### src/dda_pkg.sv
// Shared types and codes for the DDA line rasterizer.
// No dependencies; imported by dda_line_rasterizer.
package dda_pkg;

    // Sequencer states, one-hot
    typedef enum logic [1:0] {
        ST_IDLE = 2'b01,
        ST_DIV  = 2'b10
    } dda_state_t;

    // Opcode carried in s_tuser
    localparam logic OP_LOAD = 1'b0;
    localparam logic OP_STEP = 1'b1;

endpackage

### src/dda_line_rasterizer.sv
// DDA line stepper: endpoint load, restoring divider for the minor increment, point output.
// Depends on dda_pkg (state type, opcodes).
//
// Channel | Dir | Handshake          | Payload
// --------+-----+--------------------+------------------------------------------------
// s_*     | in  | s_tvalid/s_tready  | tuser: op; tdata: x_start,y_start,x_end,y_end
// m_*     | out | m_tvalid/m_tready  | tdata: px,py; tlast: last
//
// A step transaction is registered straight into the result. A load transaction also
// runs the subtract-and-compare unit for FRAC_BITS+1 quotient bits, one quotient bit per
// cycle, and no new transaction is taken until the divider is done and the state is idle.
// Lines with zero length skip the divider. The result register frees the input side:
// in idle, a new transaction is taken in the same cycle the held result is taken.
// Reset (rst_n low, asynchronous) clears the sequencer, the line state and the result valid.
module dda_line_rasterizer
    import dda_pkg::*;
#(
    parameter int COORD_BITS = 11,
    parameter int FRAC_BITS  = 16
)
(
    input  logic                       clk,
    input  logic                       rst_n,
    input  logic                       s_tvalid,
    output logic                       s_tready,
    // tdata, low bit up: x_start, y_start, x_end, y_end, zero fill to whole bytes
    input  logic [((4*COORD_BITS+7)/8)*8-1:0] s_tdata,
    // tuser: op (0 = load line, 1 = step)
    input  logic                       s_tuser,
    output logic                       m_tvalid,
    input  logic                       m_tready,
    // tdata, low bit up: px, py, zero fill to whole bytes
    output logic [((2*COORD_BITS+7)/8)*8-1:0] m_tdata,
    output logic                       m_tlast
);

    localparam int C     = COORD_BITS;
    localparam int P     = COORD_BITS + FRAC_BITS;    // position width, Q(C).(F)
    localparam int CNT_W = COORD_BITS + 1;            // steps remaining
    localparam int QW    = FRAC_BITS + 1;             // quotient bits
    localparam int NW    = COORD_BITS + FRAC_BITS + 2; // rounded dividend width
    localparam int ICW   = $clog2(FRAC_BITS + 1);     // iteration counter width
    localparam int OUT_W = ((2*COORD_BITS+7)/8)*8;
    localparam logic [ICW-1:0] ITER_LAST = ICW'(FRAC_BITS);
    localparam logic [P-1:0]   ONE_POS   = P'(1) << FRAC_BITS;

    // Line state
    dda_state_t        state_reg, state_next;
    logic [P-1:0]      pos_x_reg, pos_x_next;
    logic [P-1:0]      pos_y_reg, pos_y_next;
    logic [P-1:0]      step_x_reg, step_x_next;
    logic [P-1:0]      step_y_reg, step_y_next;
    logic [CNT_W-1:0]  steps_reg, steps_next;
    logic              busy_reg, busy_next;

    // Divider state: partial remainder, dividend bits shifting out / quotient shifting in
    logic [C:0]        rem_reg, rem_next;
    logic [QW-1:0]     shf_reg, shf_next;
    logic [C:0]        dvs_reg, dvs_next;
    logic [ICW-1:0]    iter_reg, iter_next;
    logic              minor_neg_reg, minor_neg_next;
    logic              minor_x_reg, minor_x_next;

    // Result register
    logic              out_valid_reg, out_valid_next;
    logic              last_reg, last_next;

    // Input decode
    logic signed [C-1:0] x1, y1, x2, y2;
    logic signed [C:0]   dx, dy;
    logic [C-1:0]        ax, ay, big, small_d;
    logic                x_major;
    logic [NW-1:0]       num;
    logic [C+1:0]        trial;
    logic [C+1:0]        rem_shift;
    logic [CNT_W-1:0]    steps_dec;
    logic                in_fire;
    logic [C-1:0]        px_pix, py_pix;

    // Truncate a position toward zero, wrapped to C bits
    function automatic logic [C-1:0] to_pixel(input logic [P-1:0] p);
        logic [C-1:0] fl;
        logic         up;
        fl = p[P-1:FRAC_BITS];
        up = p[P-1] & (|p[FRAC_BITS-1:0]);
        return fl + C'(up);
    endfunction

    assign x1 = s_tdata[C-1:0];
    assign y1 = s_tdata[2*C-1:C];
    assign x2 = s_tdata[3*C-1:2*C];
    assign y2 = s_tdata[4*C-1:3*C];
    assign dx = (C+1)'(x2) - (C+1)'(x1);
    assign dy = (C+1)'(y2) - (C+1)'(y1);
    assign ax = dx[C] ? C'(-dx) : dx[C-1:0];
    assign ay = dy[C] ? C'(-dy) : dy[C-1:0];
    // Tie goes to y as the major axis
    assign x_major = ax > ay;
    assign big     = x_major ? ax : ay;
    assign small_d = x_major ? ay : ax;
    // Round to nearest: (m * 2^(F+1) + big) / (2 * big)
    assign num = {1'b0, small_d, {QW{1'b0}}} + NW'(big);

    // Subtract-and-compare unit of the divider
    assign rem_shift = {rem_reg, shf_reg[QW-1]};
    assign trial     = rem_shift - {1'b0, dvs_reg};
    assign steps_dec = steps_reg - CNT_W'(1);

    // Accept when idle and the result slot is free or draining
    assign s_tready = (state_reg == ST_IDLE) && (!out_valid_reg || m_tready);
    assign in_fire  = s_tvalid && s_tready;

    always_comb
    begin
        state_next     = state_reg;
        pos_x_next     = pos_x_reg;
        pos_y_next     = pos_y_reg;
        step_x_next    = step_x_reg;
        step_y_next    = step_y_reg;
        steps_next     = steps_reg;
        busy_next      = busy_reg;
        rem_next       = rem_reg;
        shf_next       = shf_reg;
        dvs_next       = dvs_reg;
        iter_next      = iter_reg;
        minor_neg_next = minor_neg_reg;
        minor_x_next   = minor_x_reg;
        out_valid_next = out_valid_reg && !m_tready;
        last_next      = last_reg;

        unique case (state_reg)
            ST_IDLE:
            begin
                if (in_fire)
                begin
                    if (s_tuser == OP_LOAD)
                    begin
                        // Start point goes out now; the minor increment follows from the divider
                        pos_x_next     = {x1, {FRAC_BITS{1'b0}}};
                        pos_y_next     = {y1, {FRAC_BITS{1'b0}}};
                        steps_next     = CNT_W'(big);
                        busy_next      = (big != '0);
                        out_valid_next = 1'b1;
                        last_next      = (big == '0);
                        step_x_next    = '0;
                        step_y_next    = '0;
                        if (big != '0)
                        begin
                            if (x_major)
                                step_x_next = dx[C] ? -ONE_POS : ONE_POS;
                            else
                                step_y_next = dy[C] ? -ONE_POS : ONE_POS;
                            minor_x_next   = !x_major;
                            minor_neg_next = x_major ? dy[C] : dx[C];
                            rem_next       = num[NW-1:QW];
                            shf_next       = num[QW-1:0];
                            dvs_next       = {big, 1'b0};
                            iter_next      = '0;
                            state_next     = ST_DIV;
                        end
                    end
                    else if (busy_reg)
                    begin
                        // Advance one step along the line
                        pos_x_next     = pos_x_reg + step_x_reg;
                        pos_y_next     = pos_y_reg + step_y_reg;
                        steps_next     = steps_dec;
                        busy_next      = (steps_dec != '0);
                        out_valid_next = 1'b1;
                        last_next      = (steps_dec == '0);
                    end
                end
            end
            ST_DIV:
            begin
                // One quotient bit per cycle
                if (!trial[C+1])
                begin
                    rem_next = trial[C:0];
                    shf_next = {shf_reg[QW-2:0], 1'b1};
                end
                else
                begin
                    rem_next = rem_shift[C:0];
                    shf_next = {shf_reg[QW-2:0], 1'b0};
                end
                iter_next = iter_reg + ICW'(1);
                if (iter_reg == ITER_LAST)
                begin
                    state_next = ST_IDLE;
                    if (minor_x_reg)
                        step_x_next = minor_neg_reg ? -P'({shf_next}) : P'({shf_next});
                    else
                        step_y_next = minor_neg_reg ? -P'({shf_next}) : P'({shf_next});
                end
            end
            default:
            begin
                state_next = ST_IDLE;
            end
        endcase
    end

    always_ff @(posedge clk or negedge rst_n)
    begin
        if (!rst_n)
        begin
            state_reg     <= ST_IDLE;
            pos_x_reg     <= '0;
            pos_y_reg     <= '0;
            step_x_reg    <= '0;
            step_y_reg    <= '0;
            steps_reg     <= '0;
            busy_reg      <= 1'b0;
            iter_reg      <= '0;
            out_valid_reg <= 1'b0;
            last_reg      <= 1'b0;
        end
        else
        begin
            state_reg     <= state_next;
            pos_x_reg     <= pos_x_next;
            pos_y_reg     <= pos_y_next;
            step_x_reg    <= step_x_next;
            step_y_reg    <= step_y_next;
            steps_reg     <= steps_next;
            busy_reg      <= busy_next;
            iter_reg      <= iter_next;
            out_valid_reg <= out_valid_next;
            last_reg      <= last_next;
        end
    end

    // Divider datapath: no reset needed
    always_ff @(posedge clk)
    begin
        rem_reg       <= rem_next;
        shf_reg       <= shf_next;
        dvs_reg       <= dvs_next;
        minor_neg_reg <= minor_neg_next;
        minor_x_reg   <= minor_x_next;
    end

    // Positions change only when a new result is loaded, so the pixel
    // decode holds steady while a result waits.
    assign px_pix   = to_pixel(pos_x_reg);
    assign py_pix   = to_pixel(pos_y_reg);
    assign m_tvalid = out_valid_reg;
    assign m_tdata  = OUT_W'({py_pix, px_pix});
    assign m_tlast  = last_reg;

endmodule
### config.mk
export PLATFORM = sky130hd
export DESIGN_NAME = dda_line_rasterizer
export DESIGN_NICKNAME = d
export VERILOG_FILES = /design/src/dda_pkg.sv /design/src/dda_line_rasterizer.sv
export SDC_FILE = /design/constraint.sdc
export NUM_CORES = 1
export LEC_CHECK = 0
export ABC_AREA = 1
export BUFFER_PORTS_ARGS = -buffer_cell sky130_fd_sc_hd__buf_2
export CAP_MARGIN = 20
export CORE_ASPECT_RATIO = 1.4
export CORE_MARGIN = 2
export CORE_UTILIZATION = 46
export CTS_CLUSTER_SIZE = 40
export DETAILED_ROUTE_END_ITERATION = 7
export SLEW_MARGIN = 0
export SYNTH_ARGS = -nofsm -noshare
export SYNTH_HDL_FRONTEND = slang
export SYNTH_SLANG_ARGS = --single-unit
### constraint.sdc
create_clock -name clk -period 6.9 [get_ports clk]
set_clock_uncertainty 0.05 [all_clocks]
set_input_delay 1.38 -clock clk [delete_from_list [all_inputs] [get_ports clk]]
set_output_delay 1.38 -clock clk [all_outputs]
set_load 0.02 [all_outputs]
== After elaboration in Yosys (flattened, before gate mapping) ==
Index checks and enable logic that the tools add are counted.

* Register bits after elaboration: 172
* Latch bits: 0
* RAM bits: 0
* ROM bits: 0
* Input port bits: 53
* Output and inout bits: 27
* Logic and storage cells: 119
* Memories: 0

* Add/sub/neg operators: 13
* Multiply operators: 0
* Div/mod/pow operators: 0
* Order comparisons: 1
* Equal/unequal tests: 10
* Shift-type cells: 0
* Mux-type cells: 56
* Bitwise operators: 3
* Reduce and logical (&&, ||, !) cells: 21

{| class="wikitable"
|+ Operators with widths
! kind !! count
|-
| two-way mux 27 bit || 19
|-
| case mux 27 bit (2 select lines) || 2
|-
| two-way mux 12 bit || 6
|-
| two-way mux 17 bit || 4
|-
| adder 27 bit || 2
|-
| two-way mux 11 bit || 4
|-
| case mux 17 bit (2 select lines) || 1
|-
| OR reduction 16 bit || 2
|-
| adder 28 x 11 -> 29 bit || 1
|-
| negation 17 -> 27 bit || 1
|-
| case mux 12 bit (2 select lines) || 1
|-
| subtractor 11 x 11 -> 12 bit || 2
|-
| adder 11 x 1 -> 11 bit || 2
|-
| negation 11 bit || 2
|-
| two-way mux 5 bit || 3
|-
| subtractor 13 x 12 -> 13 bit || 1
|-
| zero test 12 bit || 1
|-
| AND reduction 4 bit || 3
|-
| nonzero test 12 bit || 1
|-
| subtractor 12 x 1 -> 12 bit, second input constant || 1
|-
| > comparator 11 bit || 1
|-
| zero test 11 bit || 1
|-
| nonzero test 11 bit || 1
|-
| two-way mux 1 bit || 10
|-
| other kinds (18) || 32
|}

== Depth between registers and ports, before layout ==
Gate-level depths: netlist (run 1).

* Depth after elaboration: 10
* Gate-level depth with buffers: 36
* Depth with buffers taken out: 35

== Worst setup path before layout (run 1) ==
No wires, ideal clock.

* Path type: input to register
* From: input s_tdata[22]
* To: register rem_reg[0] (enable)
* Setup time: 0.384 ns
* Arrival time: 5.380 ns
* Data required time: 6.466 ns
* Slack: 1.086 ns
* Stages: 32
* Path buffers: 1
* Path through: inv_1 -> ha_1 -> inv_1 -> fa_1 -> inv_1 -> ha_1 -> a21boi_2 -> nand3_1 -> nor2_1 -> nand2_1 -> nor2_1 -> nand4_1 -> nand2_1 -> nand2_1 -> nand2_1 -> inv_1 -> ha_1 -> nand2_1 -> nor2_1 -> nand3_1 -> nand3_1 -> nand2_1 -> inv_1 -> buf_4 -> nand3_1 -> nand3_1 -> nor2_1 -> nand2_1 -> nor2_2 -> nand3_4 -> o21ai_4 -> inv_1

* Word-level cells in the longest chain between the ends: 8

{| class="wikitable"
|+ Ends and longest elaborated chain
! item !! RTL line !! text
|-
| from (decl) || dda_line_rasterizer.sv:27 || <nowiki>input logic [((4*COORD_BITS+7)/8)*8-1:0] s_tdata,</nowiki>
|-
| subtractor 11 x 11 -> 12 bit (*) || dda_line_rasterizer.sv:93 || <nowiki>assign dx = (C+1)'(x2) - (C+1)'(x1);</nowiki>
|-
| negation 11 bit || dda_line_rasterizer.sv:95 || <nowiki>assign ax = dx[C] ? C'(-dx) : dx[C-1:0];</nowiki>
|-
| two-way mux 11 bit (*) || dda_line_rasterizer.sv:95 ||
|-
| > comparator 11 bit || dda_line_rasterizer.sv:98 || <nowiki>assign x_major = ax > ay;</nowiki>
|-
| two-way mux 11 bit (*) || dda_line_rasterizer.sv:99 || <nowiki>assign big = x_major ? ax : ay;</nowiki>
|-
| nonzero test 11 bit (*) || dda_line_rasterizer.sv:147 || <nowiki>if (big != '0)</nowiki>
|-
| inequality test 2 x 1 -> 1 bit (no source line) (*) || n/a ||
|-
| AND reduction 4 bit (no source line) (*) || n/a ||
|-
| to (signal assigned) || dda_line_rasterizer.sv:237 || <nowiki>rem_reg <= rem_next;</nowiki>
|-
| to (decl) || dda_line_rasterizer.sv:57 || <nowiki>logic [C:0] rem_reg, rem_next;</nowiki>
|}

Every way passes the cells marked *; elsewhere a longest branch is shown, timed or not.
A chain may end at the register's enable or synchronous reset.

== Worst setup path after layout (run 1) ==
* From: input s_tdata[0]
* To: register rem_reg[8] (enable)

* Word-level cells in the longest chain between the ends: 8

{| class="wikitable"
|+ Ends and longest elaborated chain
! item !! RTL line !! text
|-
| subtractor 11 x 11 -> 12 bit (*) || dda_line_rasterizer.sv:93 ||
|-
| negation 11 bit || dda_line_rasterizer.sv:95 ||
|-
| two-way mux 11 bit (*) || dda_line_rasterizer.sv:95 ||
|-
| > comparator 11 bit || dda_line_rasterizer.sv:98 ||
|-
| two-way mux 11 bit (*) || dda_line_rasterizer.sv:99 ||
|-
| via big[2] || dda_line_rasterizer.sv:71 || <nowiki>logic [C-1:0] ax, ay, big, small_d;</nowiki>
|-
| nonzero test 11 bit (*) || dda_line_rasterizer.sv:147 ||
|-
| inequality test 2 x 1 -> 1 bit (no source line) (*) || n/a ||
|-
| AND reduction 4 bit (no source line) (*) || n/a ||
|}

Mark *: on every way through the listed nets, which the timed path passes. The rest lies on a longest branch.

==> results of run 1 <==
==> power groups by stage <==
stage / combinational, W / sequential, W / clock (W)
floorplan: 0.00200 / 0.00155 / 0
finish: 0.00276 / 0.00161 / 0.000979
CTS: 0.00275 / 0.00161 / 0.000997
detailed placement: 0.00274 / 0.00162 / 0
global route: 0.00309 / 0.00165 / 0.00103
global placement: 0.00269 / 0.00162 / 0
==> worst max-delay path, delay by kind of cell <==
kind	cells	cell delay [ns]
AO/OA/AOI/OAI	2	0.29
adder cells (fa/ha/maj)	4	1.09
buffers and inverters	7	1.13
AND/OR/NAND/NOR	19	2.21
==> layout by cell type (no fill, tap or decap), types with 15 or more instances in the layout <==
cell type,synthesis,final
nor3_1,15,15
ha_1,107,107
clkbuf_16,0,17
nand2_1,534,534
dfrtp_1,129,129
xor2_1,54,54
o31ai_1,20,20
edfxtp_1,42,42
nand4_1,18,18
nand2_2,18,18
nor2_1,137,135
o21ai_0,145,145
buf_2,2,72
nand3_1,123,123
a21oi_1,118,118
inv_1,233,233
o211ai_1,26,26
==> layer usage <==
metal	vias to the layer above	routed length (µm)
met2	283	20600
met4	0	1820
met1	6016	16600
li1	6517	-
met5	-	0
met3	97	1450
==> through the flow <==
step | cells | utilization, % | setup WS (ns) | hold slack, ns
floorplan | 1913 | - | 1.09 | 0.392
global placement | 2336 | 49.4 | 0.445 | 0.406
detailed placement | 2336 | 49.4 | 0.400 | 0.414
CTS | 2368 | 51.4 | 0.868 | 0.432
global route | 2369 | 51.5 | 0.350 | 0.466
finish | 2369 | 51.5 | 0.849 | 0.427
==> synth_stat cells (all sizes together) (26+ instances only) <==
library cell and instances:
nand2 555, inv 239, o21ai 150, nor2 142
nand3 135, dfrtp 129, a21oi 121, ha 107
xor2 54, edfxtp 42, clkbuf 33, o211ai 26
==> worst max path at each step <==
stage                           start          to  cells after the start
after floorplan           s_tdata[22]  rem_reg[0]                     32
after global placement     s_tdata[0]  rem_reg[1]                     32
after detailed placement   s_tdata[0]  rem_reg[1]                     32
after CTS                  s_tdata[0]  rem_reg[8]                     32
after global routing       s_tdata[0]  rem_reg[7]                     32
final                      s_tdata[0]  rem_reg[8]                     32
==> cell families after synthesis <==
kind of cell / count (synthesis) / synth area share [%]
xor+xnor: 68 / 4.35
fa+ha+maj: 112 / 10.5
simple gates: 890 / 27.8
buf+inv: 287 / 8.10
other cells: 1 / 0.0274
compound gates: 382 / 16.2
flops: 172 / 33.0
==> cell type report <==
type	instances	area, µm²
clock buffers	17	425
clock inverters	15	156
fillers	2995	14200
inverters	243	912
multi-input cells	1454	8080
flip-flops and latches	172	4520
well taps	380	475
repair buffers	88	504
==> results.py, run 1 <==
metrics = {
    "timing": {
        "fin_crit_ns": 6.05,
        "hold_viol": 0,
        "rsz0062_at_grt": "false",
        "slew_violations": 0,
        "relSlewSlack_pct": 45.8,
        "worstMarginPinSlew_ns": 0.808,
        "maxClockFrequency_mhz": 165,
        "fin_crit_sh_pct": 87.7,
        "setup_viol": 0,
        "tns_ns": 0,
    },
    "power_and_ir_drop": {
        "p_leak_nw": 7.65,
        "power.share.sequential_pct": 30.1,
        "switching_share_pct": 47.5,
        "p_total_w": 0.00535,
        "ir_drop_mv": 0.167,
        "p_int_w": 0.00281,
        "pwr-share-comb_pct": 51.6,
        "power_density_nw_per_um2": 355,
        "clkPwrFrac_pct": 18.3,
        "switching_power_w": 0.00254,
    },
    "clock_tree": {
        "clock_latency_ns": 0.46,
        "clkSinkCount": 172,
        "post_cts_buffers": 0,
        "max-clock-path-buffers": 2,
        "h-tree-depth": 4,
        "clock-root-buffer": "clkbuf_16",
        "clkTransAtPathRegs_ns": 0.07,
        "cts_resized": 0,
        "cts_inserted_buffers": 17,
        "cts_tree": "built",
        "cts_hold_buf": 0,
    },
    "global_routing": {
        "use_met1_pct": 30.5,
        "grt.met2_usage_pct": 46.8,
        "busiest_layer": "met2",
        "overflow": 0,
        "grt_start_max_net_pins": 80,
        "grt_pass1_wl_um": 64600,
        "grt_util_met3_pct": 4.10,
        "grt_usage_pct": 26.4,
        "grt_pass1_vias": 13000,
        "antenna_found_initial": 0,
    },
    "floorplanning": {
        "dieArea_um2": 31200,
        "die_w_um": 150,
        "core_area_um2": 29300,
        "rows": 74,
        "num_io_pins": 80,
        "start_util_pct": 46.8,
        "die_y_um": 208,
    },
    "worst_setup_path": {
        "worstSetupStartpointType": "input port",
        "r2r_start": "rem_reg[2]",
        "crit_path_top_delay_cell": "fa_1",
        "worstPathArrival_ns": 6.12,
        "critPathMaxStageDelay_ns": 0.44,
        "crit_top_cell": "nand2_1",
        "crit_fanout": 29,
        "cp.required_ns": 6.97,
        "end_kind": "flop",
        "reg2reg_slack_ns": 2.62,
        "r2r_cells": 17,
        "crit_type": "input port to flop",
        "rr_endpoint": "step_x_reg[22]",
    },
    "cells_and_area": {
        "antenna-diode-count": 0,
        "nNetsFinal": 2141,
        "fin_area_um2": 15100,
        "area_growth_pct": 10.1,
        "drive_gt1_share_pct": 9.00,
    },
    "detailed_routing": {
        "drt_wl_total_um": 40400,
        "ant_nets": 0,
        "drt-pass1-iter-count": 5,
        "drc": 0,
        "drt-initial-drc-count": 609,
        "post_drt_via_cell_ratio": 5.45,
        "vias": 12900,
        "wl_per_cell_um": 17.1,
    },
    "synth": {
        "avgSynthCellArea_um2": 7.16,
        "ys_types": 56,
        "seq_area_frac_synth_pct": 33.0,
        "synth_top_area_share_pct": 23.6,
        "async_flop_share_pct": 75.6,
        "netlist_top_cells_area": "dfrtp_1, nand2_1, ha_1, edfxtp_1, inv_1",
        "synthFlopType": "dfrtp_1",
        "netlist_area_um2": 13700,
        "ys_ff_latch": 172,
        "synth-edff-count": 42,
        "syn_inst": 1912,
        "synth_area_leader_cell": "dfrtp_1",
        "synth_warnings": 0,
    },
    "status": {
        "status": "complete, no violations",
    },
    "placement": {
        "gp_congestion": 0.944,
        "dpl-instance-area_um2": 14500,
        "io_buffers": 73,
        "place_hpwl_um": 31800,
    },
    "worst_hold_path": {
        "min_path_cells": 2,
        "min_from": "busy_reg",
        "min_to": "busy_reg",
        "worst_hold_path_type": "flop to flop",
    },
    "run": {
        "maxCapViolations": 0,
    },
}
(Power assumes the default switching activity.)
==> run 2: changes to the inputs <==
--- a/config.mk
+++ b/config.mk
@@ -13,6 +13,7 @@
 export CORE_UTILIZATION = 46
 export CTS_CLUSTER_SIZE = 40
 export DETAILED_ROUTE_END_ITERATION = 7
+export GPL_TIMING_DRIVEN = 0
 export SLEW_MARGIN = 0
 export SYNTH_ARGS = -nofsm -noshare
 export SYNTH_HDL_FRONTEND = slang
==> run 2 against run 1 <==
Effect of this change: utilization rose by 0.41 points; wire length rose by 9.7%; die area did not move; worst setup slack got worse by 0.35 ns; power rose by 1.7%; register-to-register slack improved by 0.38 ns; largest power group unchanged; sequential cell count did not move; largest cell class unchanged; global-route usage rose by 2.8 points.
==> results.py, run 2 (same netlist as run 1, synthesis figures left out) <==
metrics = {
    "clock_tree": {
        "cts_resized": 0,
        "clkTransAtPathRegs_ns": 0.08,
        "post_cts_buffers": 0,
        "cts_tree": "built",
        "max-clock-path-buffers": 2,
        "cts_hold_buf": 0,
        "clock-root-buffer": "clkbuf_16",
        "clkSinkCount": 172,
        "h-tree-depth": 4,
        "clock_latency_ns": 0.46,
        "cts_inserted_buffers": 17,
    },
    "global_routing": {
        "antenna_found_initial": 0,
        "grt_util_met3_pct": 3.73,
        "grt_start_max_net_pins": 73,
        "grt.met2_usage_pct": 54.0,
        "grt_pass1_wl_um": 69800,
        "overflow": 0,
        "grt_pass1_vias": 13100,
        "use_met1_pct": 33.4,
        "grt_usage_pct": 29.2,
        "busiest_layer": "met2",
    },
    "timing": {
        "maxClockFrequency_mhz": 156,
        "fin_crit_sh_pct": 92.8,
        "tns_ns": 0,
        "worstMarginPinSlew_ns": 0.960,
        "rsz0062_at_grt": "false",
        "slew_violations": 0,
        "hold_viol": 0,
        "setup_viol": 0,
        "fin_ws_ns": 0.495,
        "fin_crit_ns": 6.40,
        "relSlewSlack_pct": 36.0,
    },
    "placement": {
        "place_hpwl_um": 36200,
        "io_buffers": 73,
        "pre_cts_ws_ns": -0.0779,
        "gp_congestion": 0.953,
    },
    "worst_hold_path": {
        "min_from": "busy_reg",
        "worst_hold_path_type": "flop to flop",
        "min_path_cells": 2,
        "min_to": "busy_reg",
    },
    "worst_setup_path": {
        "crit_type": "input port to flop",
        "r2r_start": "rem_reg[2]",
        "crit_start": "s_tdata[0]",
        "critPathMaxStageDelay_ns": 0.43,
        "rr_endpoint": "step_x_reg[26]",
        "r2r_cells": 17,
        "crit_fanout": 24,
        "worstSetupStartpointType": "input port",
        "end_kind": "flop",
        "cp.required_ns": 7.06,
        "reg2reg_slack_ns": 3.00,
        "crit_top_cell": "nand2_1",
        "worstPathArrival_ns": 6.56,
        "crit_path_top_delay_cell": "fa_1",
    },
    "cells_and_area": {
        "nFillCells": 3030,
        "regArea_um2": 4520,
        "drive_gt1_share_pct": 8.47,
        "antenna-diode-count": 0,
        "final_cell_mix": "nand2_1, inv_1, o21ai_0",
        "layout_commonest_cell": "nand2_1",
        "multiInputGateArea_um2": 8070,
        "area_growth_pct": 10.9,
        "nNetsFinal": 2172,
    },
    "floorplanning": {
        "num_io_pins": 80,
        "dieArea_um2": 31200,
        "start_util_pct": 46.8,
        "die_w_um": 150,
        "core_area_um2": 29300,
        "die_y_um": 208,
        "rows": 74,
    },
    "power_and_ir_drop": {
        "p_leak_nw": 7.68,
        "ir_drop_mv": 0.185,
        "power_density_nw_per_um2": 358,
    },
    "detailed_routing": {
        "drc": 0,
        "drt-pass1-iter-count": 5,
        "drt-initial-drc-count": 715,
        "vias": 13200,
        "drt_wl_total_um": 44400,
        "ant_nets": 0,
        "wl_per_cell_um": 18.5,
        "post_drt_via_cell_ratio": 5.50,
    },
    "run": {
        "maxCapViolations": 0,
    },
    "status": {
        "status": "complete, no violations",
    },
}
==> run 2: cell count changes in the layout (fill, tap and decap cells not counted), moves of 2 or more <==
cell and change:
buf_1 +4, buf_2 +2, buf_4 -11, clkbuf_1 +33, clkinv_2 -2, clkinv_8 +2
clkinvlp_4 -2, inv_6 +5, inv_8 -4, nor2_1 +2
==> run 2: area by class of cell <==
type                       instances  share of cell area (%)
buffer                            44                    1.30
clock buffer                      18                    2.96
clock inverter                    14                   0.939
inverter                         243                    6.00
multi-input combinational       1454                    53.1
sequential                       172                    29.7
tap                              380                    3.13
timing repair buffer              75                    2.81
==> run 2: per-stage QoR <==
step	power [W]	hold WS, ns	area, µm²	cells	utilization [%]
CTS	0.00543	0.432	15200	2400	51.9
finish	0.00544	0.433	15200	2400	51.9
detailed placement	0.00444	0.414	14600	2368	49.9
floorplan	0.00355	0.392	13700	1913	-
global placement	0.00440	0.407	14500	2366	49.7
global route	0.00583	0.455	15200	2400	51.9
==> run 2: power breakdown <==
group | leakage (nW) | switching [W] | internal [W]
Combinational | 5.28 | 0.00191 | 0.000937
Sequential | 2.11 | 0.000242 | 0.00137
Clock | 0.293 | 0.000478 | 0.000503
==> run 2: how the worst max path moves through the flow <==
stage / end / slack, ns / depth (start not counted)
floorplan: rem_reg[0] / 1.09 / 32
global placement: rem_reg[2] / -0.36 / 30
detailed placement: rem_reg[2] / -0.08 / 31
CTS: rem_reg[2] / 0.39 / 31
global route: rem_reg[0] / 0.09 / 32
finish: rem_reg[8] / 0.50 / 32
==> run 2: worst max-delay path: cells and delay by family <==
family	cells	cell delay, ns
fa+ha+maj	4	1.10
compound gates	2	0.47
simple gates	19	2.42
buf+inv	7	1.19
==> run 2: layer usage <==
metal  vias to the layer above  routed length, µm  part of all wire [%]
met1                      6283              17500                    40
met4                         0               1720                   3.9
li1                       6575                  -                     -
met3                        80               1520                   3.4
met5                         -                  0                     0
met2                       268              23600                    53
